[src/rtl/json_string_unescape_utf8_defines.svh]
// Shared assertion forms for the string unescaper.
`ifndef JSON_STRING_UNESCAPE_UTF8_DEFINES_SVH
`define JSON_STRING_UNESCAPE_UTF8_DEFINES_SVH

// Same-cycle implication, off during reset.
`define JSU_ASSERT_NOW(lbl, clk, rst, ante, cons) \
  lbl: assert property (@(posedge clk) disable iff (rst) (ante) |-> (cons)) \
    else $error("jsu assertion failed");

// Next-cycle implication, off during reset.
`define JSU_ASSERT_NEXT(lbl, clk, rst, ante, cons) \
  lbl: assert property (@(posedge clk) disable iff (rst) (ante) |=> (cons)) \
    else $error("jsu assertion failed");

`endif

[src/rtl/jsu_pkg.sv]
`default_nettype none
package jsu_pkg;

  localparam int RUN_MAX = 6;

  typedef enum logic [2:0] {
    M_PLAIN    = 3'd0,
    M_ESC      = 3'd1,
    M_HEX      = 3'd2,
    M_HIGH     = 3'd3,
    M_HIGH_ESC = 3'd4,
    M_HEX2     = 3'd5
  } mode_t;

  localparam logic [2:0] ERR_NONE        = 3'd0;
  localparam logic [2:0] ERR_UNTERMINATED = 3'd1;
  localparam logic [2:0] ERR_TRUNC_ESC   = 3'd2;
  localparam logic [2:0] ERR_UNKNOWN_ESC = 3'd3;
  localparam logic [2:0] ERR_TRUNC_UNI   = 3'd4;
  localparam logic [2:0] ERR_BAD_HEX     = 3'd5;

  typedef struct packed {
    mode_t       mode;
    logic [15:0] acc;
    logic [1:0]  digits;
    logic [9:0]  high;
    logic        held;
  } state_t;

  typedef struct packed {
    logic [7:0] in_byte;
    logic       source_end;
  } in_item_t;

  typedef struct packed {
    logic [7:0] out_byte;
    logic       has_byte;
    logic       string_done;
    logic [2:0] error_code;
    logic       run_last;
  } out_item_t;

  typedef struct packed {
    logic [7:0] value;
    logic       has;
    logic       done;
    logic [2:0] err;
  } entry_t;

  typedef entry_t [RUN_MAX-1:0] ent_list_t;

  typedef struct packed {
    ent_list_t  ent;
    logic [2:0] n;
    logic       closes;
  } run_t;

  typedef struct packed {
    logic [3:0][7:0] b;
    logic [2:0]      len;
  } utf8_t;

  function automatic utf8_t utf8_encode(input logic [20:0] cp);
    utf8_t r;
    r = '0;
    if (cp < 21'h80) begin
      r.b[0] = {1'b0, cp[6:0]};
      r.len  = 3'd1;
    end else if (cp < 21'h800) begin
      r.b[0] = {3'b110, cp[10:6]};
      r.b[1] = {2'b10, cp[5:0]};
      r.len  = 3'd2;
    end else if (cp < 21'h10000) begin
      r.b[0] = {4'b1110, cp[15:12]};
      r.b[1] = {2'b10, cp[11:6]};
      r.b[2] = {2'b10, cp[5:0]};
      r.len  = 3'd3;
    end else begin
      r.b[0] = {5'b11110, cp[20:18]};
      r.b[1] = {2'b10, cp[17:12]};
      r.b[2] = {2'b10, cp[11:6]};
      r.b[3] = {2'b10, cp[5:0]};
      r.len  = 3'd4;
    end
    return r;
  endfunction

endpackage
`default_nettype wire

[src/rtl/jsu_stream_if.sv]
`default_nettype none
interface jsu_stream_if #(parameter type T = logic);
  logic valid;
  logic ready;
  T     data;

  modport source (output valid, output data, input ready);
  modport sink (input valid, input data, output ready);
endinterface
`default_nettype wire

[src/rtl/jsu_decode.sv]
`default_nettype none
module jsu_decode (
  input  jsu_pkg::state_t st,
  input  logic [7:0]      in_byte,
  input  logic            source_end,
  output jsu_pkg::state_t st_next,
  output jsu_pkg::run_t   run
);
  import jsu_pkg::*;

  localparam logic [7:0] CH_QUOTE  = 8'h22;
  localparam logic [7:0] CH_BSLASH = 8'h5C;
  localparam logic [7:0] CH_U      = 8'h75;

  typedef enum logic [1:0] {K_NONE, K_BYTE, K_DONE, K_CP} kind_t;

  function automatic logic [4:0] hex_value(input logic [7:0] c);
    logic [4:0] r;
    r = 5'h10;
    if (c >= 8'h30 && c <= 8'h39) r = {1'b0, c[3:0]};
    else if ((c >= 8'h61 && c <= 8'h66) || (c >= 8'h41 && c <= 8'h46))
      r = {1'b0, c[3:0] + 4'd9};
    return r;
  endfunction

  state_t      nx;
  kind_t       kind;
  logic [2:0]  err;
  logic [7:0]  sval;
  logic [20:0] cp;
  logic        flush;
  logic        do_fresh;
  logic [15:0] fresh_val;
  logic [4:0]  dig;
  logic [15:0] acc_sh;
  logic [1:0]  cnt_sh;
  logic        esc_hit;
  logic [7:0]  esc_val;
  logic        emit_fl;
  utf8_t       fl;
  utf8_t       mn;
  entry_t [3:0] m;
  logic [2:0]  main_n;
  ent_list_t   ent;

  assign dig    = hex_value(in_byte);
  assign acc_sh = {st.acc[11:0], dig[3:0]};
  assign cnt_sh = st.digits + 2'd1;

  always_comb begin
    esc_hit = 1'b1;
    esc_val = in_byte;
    case (in_byte)
      8'h22, 8'h5C, 8'h2F: esc_val = in_byte;
      8'h6E: esc_val = 8'h0A;
      8'h74: esc_val = 8'h09;
      8'h72: esc_val = 8'h0D;
      8'h62: esc_val = 8'h08;
      8'h66: esc_val = 8'h0C;
      default: esc_hit = 1'b0;
    endcase
  end

  always_comb begin
    nx        = st;
    kind      = K_NONE;
    err       = ERR_NONE;
    sval      = '0;
    cp        = '0;
    flush     = 1'b0;
    do_fresh  = 1'b0;
    fresh_val = acc_sh;
    if (source_end) begin
      kind = K_DONE;
      case (st.mode)
        M_ESC: err = ERR_TRUNC_ESC;
        M_HEX, M_HEX2: err = ERR_TRUNC_UNI;
        M_HIGH: begin
          flush = 1'b1;
          err   = ERR_UNTERMINATED;
        end
        M_HIGH_ESC: begin
          flush = 1'b1;
          err   = ERR_TRUNC_ESC;
        end
        default: err = ERR_UNTERMINATED;
      endcase
    end else begin
      case (st.mode)
        M_ESC, M_HIGH_ESC: begin
          if (st.mode == M_HIGH_ESC && in_byte == CH_U) begin
            nx.mode   = M_HEX2;
            nx.acc    = '0;
            nx.digits = '0;
          end else begin
            if (st.mode == M_HIGH_ESC) begin
              flush   = 1'b1;
              nx.held = 1'b0;
              nx.high = '0;
            end
            if (esc_hit) begin
              nx.mode = M_PLAIN;
              kind    = K_BYTE;
              sval    = esc_val;
            end else if (in_byte == CH_U) begin
              nx.mode   = M_HEX;
              nx.acc    = '0;
              nx.digits = '0;
            end else begin
              kind = K_DONE;
              err  = ERR_UNKNOWN_ESC;
            end
          end
        end
        M_HEX, M_HEX2: begin
          if (dig[4]) begin
            kind = K_DONE;
            err  = ERR_BAD_HEX;
          end else begin
            nx.acc    = acc_sh;
            nx.digits = cnt_sh;
            if (cnt_sh == 2'd0) begin
              nx.acc = '0;
              if (st.mode == M_HEX) begin
                do_fresh = 1'b1;
              end else if (acc_sh[15:10] == 6'b110111) begin
                nx.held = 1'b0;
                nx.high = '0;
                nx.mode = M_PLAIN;
                kind    = K_CP;
                cp      = 21'h10000 + {1'b0, st.high, acc_sh[9:0]};
              end else begin
                flush    = 1'b1;
                nx.held  = 1'b0;
                nx.high  = '0;
                do_fresh = 1'b1;
              end
            end
          end
        end
        default: begin
          if (st.mode == M_HIGH && in_byte == CH_BSLASH) begin
            nx.mode = M_HIGH_ESC;
          end else begin
            if (st.mode == M_HIGH) begin
              flush   = 1'b1;
              nx.held = 1'b0;
              nx.high = '0;
            end
            if (in_byte == CH_QUOTE) begin
              kind = K_DONE;
              err  = ERR_NONE;
            end else if (in_byte == CH_BSLASH) begin
              nx.mode = M_ESC;
            end else begin
              nx.mode = M_PLAIN;
              kind    = K_BYTE;
              sval    = in_byte;
            end
          end
        end
      endcase
    end
    if (do_fresh) begin
      if (fresh_val[15:10] == 6'b110110) begin
        nx.high = fresh_val[9:0];
        nx.held = 1'b1;
        nx.mode = M_HIGH;
      end else begin
        nx.mode = M_PLAIN;
        kind    = K_CP;
        cp      = {5'b0, fresh_val};
      end
    end
    if (kind == K_DONE) nx = '0;
  end

  assign emit_fl = flush && st.held;
  assign fl      = utf8_encode({5'b0, 6'b110110, st.high});
  assign mn      = utf8_encode(cp);

  always_comb begin
    m      = '0;
    main_n = '0;
    case (kind)
      K_BYTE: begin
        m[0]   = '{value: sval, has: 1'b1, done: 1'b0, err: ERR_NONE};
        main_n = 3'd1;
      end
      K_DONE: begin
        m[0]   = '{value: 8'h00, has: 1'b0, done: 1'b1, err: err};
        main_n = 3'd1;
      end
      K_CP: begin
        m[0] = '{value: mn.b[0], has: 1'b1, done: 1'b0, err: ERR_NONE};
        if (mn.len > 3'd1) m[1] = '{value: mn.b[1], has: 1'b1, done: 1'b0, err: ERR_NONE};
        if (mn.len > 3'd2) m[2] = '{value: mn.b[2], has: 1'b1, done: 1'b0, err: ERR_NONE};
        if (mn.len > 3'd3) m[3] = '{value: mn.b[3], has: 1'b1, done: 1'b0, err: ERR_NONE};
        main_n = mn.len;
      end
      default: main_n = '0;
    endcase
  end

  always_comb begin
    ent = '0;
    if (emit_fl) begin
      ent[0] = '{value: fl.b[0], has: 1'b1, done: 1'b0, err: ERR_NONE};
      ent[1] = '{value: fl.b[1], has: 1'b1, done: 1'b0, err: ERR_NONE};
      ent[2] = '{value: fl.b[2], has: 1'b1, done: 1'b0, err: ERR_NONE};
      ent[3] = m[0];
      ent[4] = m[1];
      ent[5] = m[2];
    end else begin
      ent[0] = m[0];
      ent[1] = m[1];
      ent[2] = m[2];
      ent[3] = m[3];
    end
  end

  assign st_next    = nx;
  assign run.ent    = ent;
  assign run.n      = main_n + (emit_fl ? 3'd3 : 3'd0);
  assign run.closes = (kind == K_DONE);

endmodule
`default_nettype wire

[src/rtl/json_string_unescape_utf8.sv]
// JSON string body decoder: takes the bytes that follow an opening quote, one request per
// byte (or a source-end marker), resolves the simple escapes and \u escapes, joins a high
// surrogate with a following \u low surrogate, and sends the text out as UTF-8, one byte
// per result request; a closing quote or an error sends a result with string_done set and
// error_code (1 unterminated, 2 truncated escape, 3 unknown escape, 4 truncated \u,
// 5 bad hex digit), and the decoder is then at the start of a new string. Each input byte
// is decoded into a result buffer of up to six entries, which drains one result per cycle
// while the sink is ready; the input is held back while more than one of its results is
// left; the next byte is accepted in the cycle its predecessor's last result is taken.
`default_nettype none
`include "json_string_unescape_utf8_defines.svh"
module json_string_unescape_utf8 (
  input wire logic clk,
  input wire logic rst,
  jsu_stream_if.sink   in_ch,
  jsu_stream_if.source out_ch
);
  import jsu_pkg::*;

  state_t     st;
  state_t     st_next;
  run_t       run;
  ent_list_t  ents;
  logic [2:0] run_n;
  logic       in_fire;
  logic       out_fire;
  in_item_t   req;

  assign req = in_ch.data;

  jsu_decode u_decode (
    .st         (st),
    .in_byte    (req.in_byte),
    .source_end (req.source_end),
    .st_next    (st_next),
    .run        (run)
  );

  assign in_ch.ready = (run_n == 3'd0) || (run_n == 3'd1 && out_ch.ready);
  assign in_fire     = in_ch.valid && in_ch.ready;
  assign out_fire    = out_ch.valid && out_ch.ready;

  always_ff @(posedge clk) begin
    if (rst) begin
      st    <= '0;
      run_n <= '0;
    end else if (in_fire) begin
      st    <= st_next;
      run_n <= run.n;
    end else if (out_fire) begin
      run_n <= run_n - 3'd1;
    end
  end

  always_ff @(posedge clk) begin
    if (in_fire) begin
      ents <= run.ent;
    end else if (out_fire) begin
      ents <= {entry_t'('0), ents[RUN_MAX-1:1]};
    end
  end

  assign out_ch.valid = (run_n != 3'd0);
  assign out_ch.data  = '{out_byte:    ents[0].value,
                          has_byte:    ents[0].has,
                          string_done: ents[0].done,
                          error_code:  ents[0].err,
                          run_last:    (run_n == 3'd1)};

  `JSU_ASSERT_NEXT(a_close_clears, clk, rst, in_fire && run.closes, st == '0)
  `JSU_ASSERT_NOW(a_held_mode, clk, rst, st.held,
                  st.mode == M_HIGH || st.mode == M_HIGH_ESC || st.mode == M_HEX2)
  `JSU_ASSERT_NOW(a_done_is_last, clk, rst, out_ch.valid && ents[0].done, run_n == 3'd1)

endmodule
`default_nettype wire

[src/flat_wrapper.sv]
// flat-port wrapper written by rule: the top's interface ports become plain ports
module json_string_unescape_utf8_flat import jsu_pkg::*;
  (clk, rst, in_ch_valid, in_ch_data, in_ch_ready, out_ch_valid, out_ch_data, out_ch_ready);
  jsu_stream_if #(.T(in_item_t)) in_ch_i ();
  jsu_stream_if #(.T(out_item_t)) out_ch_i ();
  input wire logic clk;
  input wire logic rst;
  input wire logic [$bits(in_ch_i.valid)-1:0] in_ch_valid;
  input wire logic [$bits(in_ch_i.data)-1:0] in_ch_data;
  output wire logic [$bits(in_ch_i.ready)-1:0] in_ch_ready;
  output wire logic [$bits(out_ch_i.valid)-1:0] out_ch_valid;
  output wire logic [$bits(out_ch_i.data)-1:0] out_ch_data;
  input wire logic [$bits(out_ch_i.ready)-1:0] out_ch_ready;
  assign in_ch_i.valid = in_ch_valid;
  assign in_ch_i.data = in_ch_data;
  assign in_ch_ready = in_ch_i.ready;
  assign out_ch_valid = out_ch_i.valid;
  assign out_ch_data = out_ch_i.data;
  assign out_ch_i.ready = out_ch_ready;
  json_string_unescape_utf8 u_core (.clk(clk), .rst(rst), .in_ch(in_ch_i), .out_ch(out_ch_i));
endmodule
[config.mk]
export PLATFORM = sky130hd
export DESIGN_NAME = json_string_unescape_utf8_flat
export DESIGN_NICKNAME = d
export VERILOG_FILES = /design/src/rtl/jsu_pkg.sv /design/src/rtl/jsu_stream_if.sv /design/src/rtl/jsu_decode.sv /design/src/rtl/json_string_unescape_utf8.sv /design/src/flat_wrapper.sv
export VERILOG_INCLUDE_DIRS = /design/src /design/src/rtl
export SDC_FILE = /design/constraint.sdc
export NUM_CORES = 1
export LEC_CHECK = 0
export BUFFER_PORTS_ARGS = -buffer_cell sky130_fd_sc_hd__clkbuf_2
export CAP_MARGIN = 15
export CORE_MARGIN = 5
export CORE_UTILIZATION = 45
export CTS_BUF_LIST = sky130_fd_sc_hd__clkbuf_8
export DETAILED_ROUTE_END_ITERATION = 7
export HOLD_SLACK_MARGIN = 0.1
export PLACE_DENSITY = 0.63
export RECOVER_POWER = 50
export SETUP_SLACK_MARGIN = 0.1
export SYNTH_ARGS = -nofsm -noshare
export SYNTH_HDL_FRONTEND = slang
export SYNTH_SLANG_ARGS = --single-unit
[constraint.sdc]
create_clock -name clk -period 4.44 [get_ports clk]
set_input_delay 0.666 -clock clk [delete_from_list [all_inputs] [get_ports clk]]
set_output_delay 0.666 -clock clk [all_outputs]
set_load 0.01 [all_outputs]
==> results.txt <==
- In this run the count of I/O pins placed on the die edge is 29.
- Type of the worst setup path: in2reg
* Beginning of the worst register-to-register path: u_core.st[11]
- Outcome: finished with violations
- The smallest clock period supported by the final layout is computed as 4.145 ns.
- Max-slew headroom at the worst pin: -31.85%
- STA puts the critical path data required time at 4.69 ns.
- By area the synthesized netlist is led by sky130_fd_sc_hd__edfxtp_1 (32%), sky130_fd_sc_hd__dfxtp_1 (9.8%), sky130_fd_sc_hd__o21ai_0 (4.4%).
- The finished layout holds 903 standard cells, fillers aside.
- Arrival time at the worst endpoint: 4.40 ns
* Violated checks: capacitance limit, slew limit
- STA classifies the critical path endpoint as a register.
- Worst slew pin tran: 1.978 ns
- In this run the most critical hold path is launched from u_core.st[0].
- For this run, the post-layout net count is 747.
- Synthesized netlist net count: 733
- The HPWL after detailed placement is 13500 um.
- The worst setup path is launched from an input port.
- The worst path uses 93.36% of the clock period.
* Bufs on Longest Clock Path: 2
- Vertical die dimension: 128.6 um
- For this design, the sink count on the clock tree is 99.
- Die Outline Area: 16540 um^2
- Area occupied by multi-input gates: 3323 um^2
- Clock skew on the completed layout was measured at 0.01356 ns.
* First-pass GRT wire length: 29120 um
- The endpoint identified for the worst register-to-register timing path is u_core.run_n[1].
- The tree is rooted in a sky130_fd_sc_hd__clkbuf_8.
- sky130_fd_sc_hd__nand2_1 is the most common cell in the netlist.
- Derived from the worst setup path, the maximum achievable clock frequency is 0.2412 GHz.
- Main flop type after synthesis: sky130_fd_sc_hd__edfxtp_1
- Using the TritonRoute via totals, the vias-per-cell ratio works out to 6.166.
- The synthesized netlist contains 89 unique library cells.
* Postcts setup bufs: 0
* Synthesis warning total: 0
* Clock tree from TritonCTS: built
- Total number of vias: 5568
* Cts bufs inserted: 9
* Ranking of synthesized cells by instance count: sky130_fd_sc_hd__nand2_1 (73), sky130_fd_sc_hd__edfxtp_1 (68), sky130_fd_sc_hd__nor2_1 (62)
- A synthesized cell averages 8.993 um^2.
* Post-synth EDFFs: 68
- Fraction of post-synthesis cell area in the top cell type by area: 32.25%
* Classification of the worst-slack hold path: reg2reg
- Initial core utilization: 45.79%
- Maximum number of pins on one net before global-route repair: 48
- Global routing used 22.56% of the available tracks across all layers.
- Ratio of cells with drive above 1 in the final layout: 11.20%
* Final RePlAce weighted congestion: 0.9026
* Endpoint of the worst hold path: u_core.st[0]
- Final hold violation count: 0
- Placed cell count: 887
* Inserted Diodes: 0
* Post-synthesis cell type with the largest combined area: sky130_fd_sc_hd__edfxtp_1
- The max-slew violation count is 93.
* Gates resized, CTS repair: 0
* Sum of internal, switching and leakage power: 2.997 mW
* Sum of overflow across all layers after global routing: 0
- Hold timing on the final database bottoms out at a slack of 0.5064 ns.
- Power density over cell area: 438.0 nW/um^2
- Number of violations of the max-capacitance limit: 2
- Total leakage power: 2.436 nW
- Antenna violations before repair: 0
* Max H-tree Level: 3
* Final setup violation count: 0
- CTS hold repair buffers: 0
- Area taken by flip-flops and latches: 2663 um^2
- DRC: 0
* Fill cell total of the finished layout: 1330
- FF+latch count, synth: 99
* Clock insertion delay at the later pin of the skew report: 0.39 ns
* 1st-pass router iterations: 5
- In this run, the number of DRC markers left after iteration 0 of detailed routing was 627.
- Gate Count Post-Synth: 704
- Vias in the first global route: 5325
- The share of the Yosys chip area taken by registers is 42.06%.
- Die boundary width: 128.6 um
- Number of standard-cell rows in the floorplan: 43
- Post-layout util: 49.48%
* Fraction of synthesis flops using an asynchronous set or reset pin: 0%
* Post-DRT Antenna Nets: 0
* Worst hold path stage count: 2
- Average detailed-routed wire length per instance: 20.20 um
* R2r setup slk: 0.52 ns
- Setup repair after global routing left no endpoint under its margin.
* Core ar.: 13830 um^2
- Clock transition at the register clock pins on the worst setup and hold paths after CTS: 0.11 ns
- Synthesized cell area: 6331 um^2
- Summed over all layers, the routed wires come to 18240 um.
- Area overhead of the layout relative to synthesis: 8.063%
- Buffers placed on the I/O ports in this run total 28.
* Highest ir drop seen on vdd: 0.0001997 V
- Along the worst path, the maximum fanout reaches 6.
- Measured in cells, the most critical reg-to-reg path has a length of 13.
routing by layer:
layer  vias up  part of all wire [%]  track usage, %
li1       2645                     -               -
met1      2676                    45           31.31
met2       215                    46           35.40
met3        32                   7.2           4.276
met4         0                   2.6           7.597
met5         -                     0           1.471
how the worst max path moves through the flow:
stage	cells past startpoint	end	start	slack, ns
4_1_cts	16	u_core.ents[44]	in_ch_data[2]	0.35
3_3_place_gp	16	u_core.ents[44]	in_ch_data[2]	0.04
6_report	16	u_core.ents[44]	in_ch_data[2]	0.29
3_5_place_dp	16	u_core.ents[44]	in_ch_data[2]	-0.06
2_1_floorplan	19	u_core.run_n[2]	in_ch_data[3]	0.21
5_1_grt	19	u_core.run_n[2]	in_ch_data[1]	0.11
area by class of cell:
cell class,count,share of cell area (%)
Inverter,20,1.097
Timing Repair Buffer,60,5.176
Tap cell,180,3.292
Multi-Input combinational cell,528,48.57
Clock inverter,7,1.134
Clock buffer,9,1.811
Sequential cell,99,38.92
registers in the layout (all words and copies together), names as in the netlist:
name / cells
u_core.ents: 55
u_core.out_ch.data: 13
u_core.run_n: 3
u_core.st: 28
critical path: stages:
cell,delay [ns]
sky130_fd_sc_hd__clkbuf_2,0.13
sky130_fd_sc_hd__inv_1,0.13
sky130_fd_sc_hd__ha_1,0.25
sky130_fd_sc_hd__nor2_1,0.11
sky130_fd_sc_hd__a2111o_1,0.53
sky130_fd_sc_hd__a31oi_1,0.25
sky130_fd_sc_hd__nand2_1,0.11
sky130_fd_sc_hd__or4_1,0.56
sky130_fd_sc_hd__inv_1,0.14
sky130_fd_sc_hd__ha_1,0.16
sky130_fd_sc_hd__nor2b_1,0.22
sky130_fd_sc_hd__or3b_1,0.44
sky130_fd_sc_hd__o21ai_0,0.31
sky130_fd_sc_hd__buf_4,0.17
sky130_fd_sc_hd__o21ai_1,0.05
sky130_fd_sc_hd__a21oi_1,0.16
cell families (layout without fill, tap and decap cells):
| logic type | count (synthesis) | in the layout | share of synthesized area [%] |
|---|---|---|---|
| XOR/XNOR | 4 | 4 | 0.5533 |
| buffers and inverters | 77 | 96 | 5.534 |
| adder cells (fa/ha/maj) | 17 | 17 | 3.439 |
| flip-flops | 99 | 99 | 42.06 |
| AO/OA/AOI/OAI | 232 | 232 | 25.61 |
| AND/OR/NAND/NOR | 271 | 271 | 22.25 |
| multiplexers | 3 | 3 | 0.4941 |
| other | 1 | 1 | 0.05923 |
power by group:
part / switching (mW) / total, mW / internal, mW
clock network: 0.361 / 0.583 / 0.222
registers: 0.0989 / 1.55 / 1.45
logic: 0.576 / 0.864 / 0.288
stage by stage:
step	area, um^2	setup TNS, ns	worst slack (ns)
6_report	6842	0	0.2947
3_5_place_dp	6666	-0.05593	-0.05593
2_1_floorplan	6331	0	0.2114
5_1_grt	6842	0	0.1095
3_3_place_gp	6666	0	0.03614
4_1_cts	6868	0	0.3502
cell usage in the layout (no fill, tap or decap), drive strengths merged, types with 5 or more instances in the layout:
master   n
a22oi    5
a32oi    5
o31ai   13
or3      5
and2    16
or2      5
o21a    13
edfxtp  68
clkbuf  39
nor3     8
inv     23
dfxtp   31
a21oi   43
buf     30
nor2    64
a22o    13
o21ai   61
nand2b  25
a211oi   9
and3     8
ha      15
nand3   26
nand2   74
a21o     6
a31oi   10
nor2b    6
No activity file was read; power rests on OpenSTA's default activity.
